<file path="src/ffq15_pkg.sv">
// Types and constants for the Q15 FIR filter.
package ffq15_pkg;

    localparam int TAPS_DEF   = 64;
    localparam int FRAC_BITS  = 15;
    localparam int SAMPLE_W   = 16;
    localparam int COEF_W     = 16;
    localparam int COEF_IDX_W = 6;
    localparam int ACC_W      = 32;
    localparam int S_TDATA_W  = 40;
    localparam int M_TDATA_W  = 16;

    localparam logic KIND_SAMPLE = 1'b0;
    localparam logic KIND_COEF   = 1'b1;

    typedef enum logic [1:0] {
        ST_IDLE,
        ST_MAC,
        ST_DRAIN
    } ffq_state_t;

endpackage

</file>
<file path="src/fir_filter_q15_unit.sv">
// Direct-form Q15 FIR filter with one shared multiply-accumulate unit.
//
//  channel   dir  tdata                                          tuser
//  s_        in   sample[15:0] coef_index[21:16] coef_value[37:22] kind
//  m_        out  filtered[15:0]                                 overflow
//
// A sample item is accepted, then runs its TAPS taps through the
// shared multiplier (one tap a cycle from the two tap stores), then drains the
// read and product stages and loads the result. A coefficient write only updates its store.
// Reset clears both stores at once through per-entry valid bits.
// A result waiting on m_tready holds the block before it loads the next one.
module fir_filter_q15_unit #(
    parameter int TAPS = ffq15_pkg::TAPS_DEF
) (
    input  logic                            aclk,
    input  logic                            aresetn,
    input  logic                            s_tvalid,
    output logic                            s_tready,
    // sample, coef_index, coef_value, 2 bits zero pad
    input  logic [ffq15_pkg::S_TDATA_W-1:0] s_tdata,
    // kind
    input  logic                            s_tuser,
    output logic                            m_tvalid,
    input  logic                            m_tready,
    // filtered
    output logic [ffq15_pkg::M_TDATA_W-1:0] m_tdata,
    // overflow
    output logic                            m_tuser
);

    localparam int AW = (TAPS > 1) ? $clog2(TAPS) : 1;
    localparam int SW = ffq15_pkg::SAMPLE_W;
    localparam int CW = ffq15_pkg::COEF_W;
    localparam int IW = ffq15_pkg::COEF_IDX_W;
    localparam int ACCW = ffq15_pkg::ACC_W;
    localparam logic [AW-1:0] LAST_TAP = AW'(TAPS - 1);

    ffq15_pkg::ffq_state_t state_reg, state_next;

    logic [SW-1:0] delay_mem [TAPS];
    logic [CW-1:0] coef_mem  [TAPS];
    logic [TAPS-1:0] dvalid_reg;
    logic [TAPS-1:0] cvalid_reg;

    logic [AW-1:0] head_reg, head_next;
    logic [AW-1:0] rd_ptr_reg, rd_ptr_next;
    logic [AW-1:0] tap_reg, tap_next;

    logic [SW-1:0] dly_rd_reg;
    logic [CW-1:0] coef_rd_reg;
    logic          dly_ok_reg, coef_ok_reg;
    logic          s1_vld_reg, s2_vld_reg;
    logic signed [ACCW-1:0] prod_reg;
    logic [ACCW-1:0]        acc_reg;

    logic                            m_tvalid_reg;
    logic [ffq15_pkg::M_TDATA_W-1:0] m_tdata_reg;
    logic                            m_tuser_reg;

    logic          in_acc;
    logic          smp_acc;
    logic          coef_wr;
    logic          mac_issue;
    logic          pipe_empty;
    logic          out_free;
    logic          load_out;
    logic [SW-1:0] in_sample;
    logic [IW-1:0] in_idx;
    logic [CW-1:0] in_coef;
    logic signed [SW-1:0] op_d;
    logic signed [CW-1:0] op_c;

    assign in_sample = s_tdata[SW-1:0];
    assign in_idx    = s_tdata[SW +: IW];
    assign in_coef   = s_tdata[SW+IW +: CW];

    assign in_acc     = s_tvalid && s_tready;
    assign smp_acc    = in_acc && (s_tuser == ffq15_pkg::KIND_SAMPLE);
    assign coef_wr    = in_acc && (s_tuser == ffq15_pkg::KIND_COEF)
                        && (9'(in_idx) < 9'(TAPS));
    assign pipe_empty = !s1_vld_reg && !s2_vld_reg;
    assign out_free   = !m_tvalid_reg || m_tready;

    // next state
    always_comb begin
        state_next = state_reg;
        case (state_reg)
            ffq15_pkg::ST_IDLE: begin
                if (smp_acc) begin
                    state_next = ffq15_pkg::ST_MAC;
                end
            end
            ffq15_pkg::ST_MAC: begin
                if (tap_reg == LAST_TAP) begin
                    state_next = ffq15_pkg::ST_DRAIN;
                end
            end
            ffq15_pkg::ST_DRAIN: begin
                if (pipe_empty && out_free) begin
                    state_next = ffq15_pkg::ST_IDLE;
                end
            end
            default: state_next = ffq15_pkg::ST_IDLE;
        endcase
    end

    // control outputs
    always_comb begin
        s_tready  = 1'b0;
        mac_issue = 1'b0;
        load_out  = 1'b0;
        case (state_reg)
            ffq15_pkg::ST_IDLE:  s_tready  = 1'b1;
            ffq15_pkg::ST_MAC:   mac_issue = 1'b1;
            ffq15_pkg::ST_DRAIN: load_out  = pipe_empty && out_free;
            default: ;
        endcase
    end

    // pointers
    always_comb begin
        head_next   = head_reg;
        rd_ptr_next = rd_ptr_reg;
        tap_next    = tap_reg;
        if (smp_acc) begin
            head_next   = (head_reg == LAST_TAP) ? '0 : head_reg + 1'b1;
            rd_ptr_next = head_reg;
            tap_next    = '0;
        end else if (mac_issue) begin
            rd_ptr_next = (rd_ptr_reg == '0) ? LAST_TAP : rd_ptr_reg - 1'b1;
            tap_next    = tap_reg + 1'b1;
        end
    end

    always_ff @(posedge aclk) begin
        if (!aresetn) begin
            state_reg    <= ffq15_pkg::ST_IDLE;
            head_reg     <= '0;
            rd_ptr_reg   <= '0;
            tap_reg      <= '0;
            dvalid_reg   <= '0;
            cvalid_reg   <= '0;
            s1_vld_reg   <= 1'b0;
            s2_vld_reg   <= 1'b0;
            m_tvalid_reg <= 1'b0;
        end else begin
            state_reg  <= state_next;
            head_reg   <= head_next;
            rd_ptr_reg <= rd_ptr_next;
            tap_reg    <= tap_next;
            s1_vld_reg <= mac_issue;
            s2_vld_reg <= s1_vld_reg;
            if (smp_acc) begin
                dvalid_reg[head_reg] <= 1'b1;
            end
            if (coef_wr) begin
                cvalid_reg[AW'(in_idx)] <= 1'b1;
            end
            if (load_out) begin
                m_tvalid_reg <= 1'b1;
            end else if (m_tready) begin
                m_tvalid_reg <= 1'b0;
            end
        end
    end

    // tap stores
    always_ff @(posedge aclk) begin
        if (smp_acc) begin
            delay_mem[head_reg] <= in_sample;
        end
        if (mac_issue) begin
            dly_rd_reg <= delay_mem[rd_ptr_reg];
        end
    end

    always_ff @(posedge aclk) begin
        if (coef_wr) begin
            coef_mem[AW'(in_idx)] <= in_coef;
        end
        if (mac_issue) begin
            coef_rd_reg <= coef_mem[tap_reg];
        end
    end

    // never-written entries read as zero
    assign op_d = dly_ok_reg  ? $signed(dly_rd_reg)  : '0;
    assign op_c = coef_ok_reg ? $signed(coef_rd_reg) : '0;

    always_ff @(posedge aclk) begin
        if (mac_issue) begin
            dly_ok_reg  <= dvalid_reg[rd_ptr_reg];
            coef_ok_reg <= cvalid_reg[tap_reg];
        end
        prod_reg <= op_d * op_c;
        if (smp_acc) begin
            acc_reg <= '0;
        end else if (s2_vld_reg) begin
            acc_reg <= acc_reg + ACCW'(prod_reg);
        end
        if (load_out) begin
            m_tdata_reg <= acc_reg[ffq15_pkg::FRAC_BITS +: ffq15_pkg::M_TDATA_W];
            m_tuser_reg <= acc_reg[ACCW-1] ^ acc_reg[ACCW-2];
        end
    end

    assign m_tvalid = m_tvalid_reg;
    assign m_tdata  = m_tdata_reg;
    assign m_tuser  = m_tuser_reg;

endmodule

</file>
<file path="config.mk">
export PLATFORM = sky130hd
export DESIGN_NAME = fir_filter_q15_unit
export DESIGN_NICKNAME = d
export VERILOG_FILES = /design/src/ffq15_pkg.sv /design/src/fir_filter_q15_unit.sv
export SDC_FILE = /design/constraint.sdc
export NUM_CORES = 2
export LEC_CHECK = 0
export ABC_AREA = 0
export BUFFER_PORTS_ARGS = -buffer_cell sky130_fd_sc_hd__buf_2
export CORE_ASPECT_RATIO = 2
export CORE_MARGIN = 1.5
export CORE_UTILIZATION = 40
export CTS_CLUSTER_DIAMETER = 80
export CTS_CLUSTER_SIZE = 14
export DETAILED_ROUTE_END_ITERATION = 12
export MAX_ROUTING_LAYER = met4
export SYNTH_ARGS = -nofsm -noshare
export SYNTH_HDL_FRONTEND = slang
export SYNTH_SLANG_ARGS = --single-unit
export TNS_END_PERCENT = 10
</file>
<file path="constraint.sdc">
create_clock -name aclk -period 10.54 [get_ports aclk]
set_input_delay 0.527 -clock aclk [delete_from_list [all_inputs] [get_ports aclk]]
set_output_delay 0.527 -clock aclk [all_outputs]
set_load 0.03 [all_outputs]
</file>
==> metrics <==
total CTS buffers=a little under 200; Hold Path Cell Cnt=3; Pre-antenna DRT Iters=6; setup bufs post-CTS=0; hold path start=m_tready; starting density of the core=0.402; Die Height=about 700 µm; share of cells above drive strength 1=0.222; grt ovf=0; CTS Sinks=2314; Reg clk slew, reported paths=around 70 ps; maximum VDD drop=approximately 140 µV; commonest non-fill, non-tap cell in the layout=edfxtp_1; Gates resized, CTS repair=0; core footprint=around 0.25 mm²; Total GRT Usage=0.204; worst hold slack=121 ps; Hold Crit Class=in -> reg; Endpoint, Worst Hold=m_tvalid; setup ws final=approximately 3000 ps; Post-Syn Area=around 0.099 mm²; I/O Buffers=61; post-synthesis adder-cell area fraction=0.0682; main flop type after synthesis=edfxtp_1; vias in the first global route=a little over 50000; EDFF count, synth=2099; worst-path maximum fanout=34; r2r setup slk=~3000 ps; final WL=between 200 and 250 mm; Compound-Gate Fraction of Synth Area=0.0262; Bufs on Longest Clock Path=4; Post-DRT Antenna Nets=0; Crit. End Element=register; worst r2r src=dly_ok_reg; largest net degree at the start of global routing=between 100 and 150; mux contribution to synthesized area=0.161; placed insts=8368; drt wl/cell=between 20 and 30 µm; part of the power in registers=0.544; hold violation count in the final report=0; max incr delay on CP=approximately 1000 ps; worst skew pair latency=around 840 ps; final std cells w/o fill=between 8000 and 9000; H-tree depth=4; largest family of logic cells by synthesized area=multiplexers; Worst Path Required=between 10000 and 15000 ps; first-pass GRT wire length=358 mm; Mapped Cells=5173; RSZ-0062 raised after global routing=no; die span in x=354 µm; design internal power=roughly 14 mW; Synth Area in Simple Gates=0.0319; slew margin rel.=0.133; Yosys cell types=between 60 and 70; flops & latches, synth=roughly 2300; min Tclk post-route=7560 ps; ys async rst share=0; Synth Area per Inst=19.1 µm²; synth warn=0; # Max-Cap Violations=0; CTS tree=done; slowest cell on the critical path=edfxtp_1; Sw Pwr=approximately 4.4 mW; kind of start point of the critical path=register; pwr dens=172 mW/mm²; Layout Skew=79.7 ps; clock power share=0.352; Slew @ Worst Pin=roughly 1300 ps; crit path cell chain=and2_1 > nand2_1 > fa_1 > inv_1 > fa_1 > inv_1 > fa_1 > inv_1 > fa_1 > fa_1 > inv_1 > fa_1 > inv_1 > ha_1 > nand2_1 > o21ai_0 > a21oi_1 > o21a_1 > o31ai_1 > a211oi_2 > nor4bb_1 > a211o_1 > xnor2_1; r2r worst-path depth=23; status=complete, no violations; most frequent cells in the layout=2099 x edfxtp_1, 675 x mux4_2, 309 x inv_1; layout overhead on the synthesized area=10.4%; setup_tns=0 ps; Hold-fix buffers, CTS=0; post-DP HPWL=156 mm; via density per instance=5.54; Fmax=132 MHz; initial antenna violation count=7; kind of critical path=reg -> reg; CP dominant cell by count=fa_1; static leakage=~35 nW; sequential share of the synthesized area=0.683; GP Congestion=slightly above 0.9; io pins=64; Max Slew Vio Count=0; worst endpoint data arrival time=approximately 8300 ps; switch share=0.237; dpl ws=3050 ps; DRC=0; DR vias=between 40000 and 50000; final setup fails=0; root buf cell=clkbuf_16; final net count=around 5800; Die ar.=about 0.25 mm²; post-route clock period utilization=0.717; 1st-iter DRT viols=between 3000 and 4000; post-synthesis xor/xnor area fraction=0.00640; row count=257; biggest regs=coef_mem (1024), delay_mem (1024); Comb power frac=0.104; Post-Synthesis Net Count=~5600; RR Endpoint=prod_reg[31]
## power groups by stage
stage,Sequential (mW),Clock (mW),Combinational [mW]
6_report,10.2,6.60,1.95
5_1_grt,10.2,7.05,2.14
4_1_cts,10.2,6.76,1.98
3_5_place_dp,10.4,0,1.98
3_3_place_gp,10.4,0,1.95
2_1_floorplan,10.3,0,1.36
## cells in the mapped netlist, drive strengths merged, types with 10 or more instances
cell / n / area, µm²
dfxtp: 215 / 4300
mux2: 12 / 135
mux2i: 57 / 571
nand2: 204 / 766
mux4: 675 / 15200
o21bai: 10 / 75.1
nand2b: 16 / 100
a21o: 18 / 135
fa: 263 / 5270
nor2b: 22 / 138
a221oi: 13 / 114
nand3b: 15 / 113
xnor2: 48 / 420
ha: 117 / 1460
a21oi: 67 / 339
buf: 106 / 533
nand3: 31 / 155
or3: 14 / 87.6
o21ai: 63 / 315
xor2: 24 / 210
and2: 34 / 213
clkbuf: 152 / 572
nor2: 339 / 1270
a211oi: 18 / 140
edfxtp: 2099 / 63000
nor3: 10 / 50.1
inv: 310 / 1160
o21a: 138 / 1040
## cell families after synthesis
family | count (synthesis)
mux | 744
flops | 2314
simple gates | 718
fa+ha+maj | 380
buf+inv | 568
xor+xnor | 72
compound gates | 377
## layout make-up
cell class	instances	area, µm²
Timing Repair Buffer	216	1540
Multi-Input combinational cell	2291	29300
Clock buffer	301	5260
Antenna cell	5	12.5
Tap cell	3237	4050
Clock inverter	11	136
Sequential cell	2314	67400
Inverter	310	1160
Fill cell	21015	136000
## through the flow
step	power (mW)	util	area, µm²
CTS	18.9	0.444	109000
global route	19.4	0.444	109000
global placement	12.4	0.422	103000
finish	18.7	0.444	109000
floorplan	11.7	-	98600
detailed placement	12.4	0.422	103000
## critical path: cells and delay by family (launching register included)
kind / cells / cell delay, ps
buffers and inverters: 5 / 310
AO/OA/AOI/OAI: 6 / 1420
XOR/XNOR: 1 / 70
flip-flops: 1 / 1030
adder cells (fa/ha/maj): 7 / 3480
AND/OR/NAND/NOR: 4 / 1120
## worst max path at each step
stage                           from            to  slack, ps  cells after the start
after floorplan           dly_ok_reg  prod_reg[31]       4190                     21
after global placement    dly_ok_reg  prod_reg[31]       3080                     23
after detailed placement  dly_ok_reg  prod_reg[31]       3050                     23
after CTS                 dly_ok_reg  prod_reg[31]       3020                     23
after global routing      dly_ok_reg  prod_reg[31]       2490                     23
final                     dly_ok_reg  prod_reg[31]       2980                     23
## per-layer routing
| metal | wire length [µm] | global-route usage |
|---|---|---|
| met1 | 84300 | 0.213 |
| met4 | 13300 | 0.0944 |
| met5 | 0 | - |
| met3 | 8850 | 0.0179 |
| met2 | 140000 | 0.382 |
(Power assumes the default switching activity.)
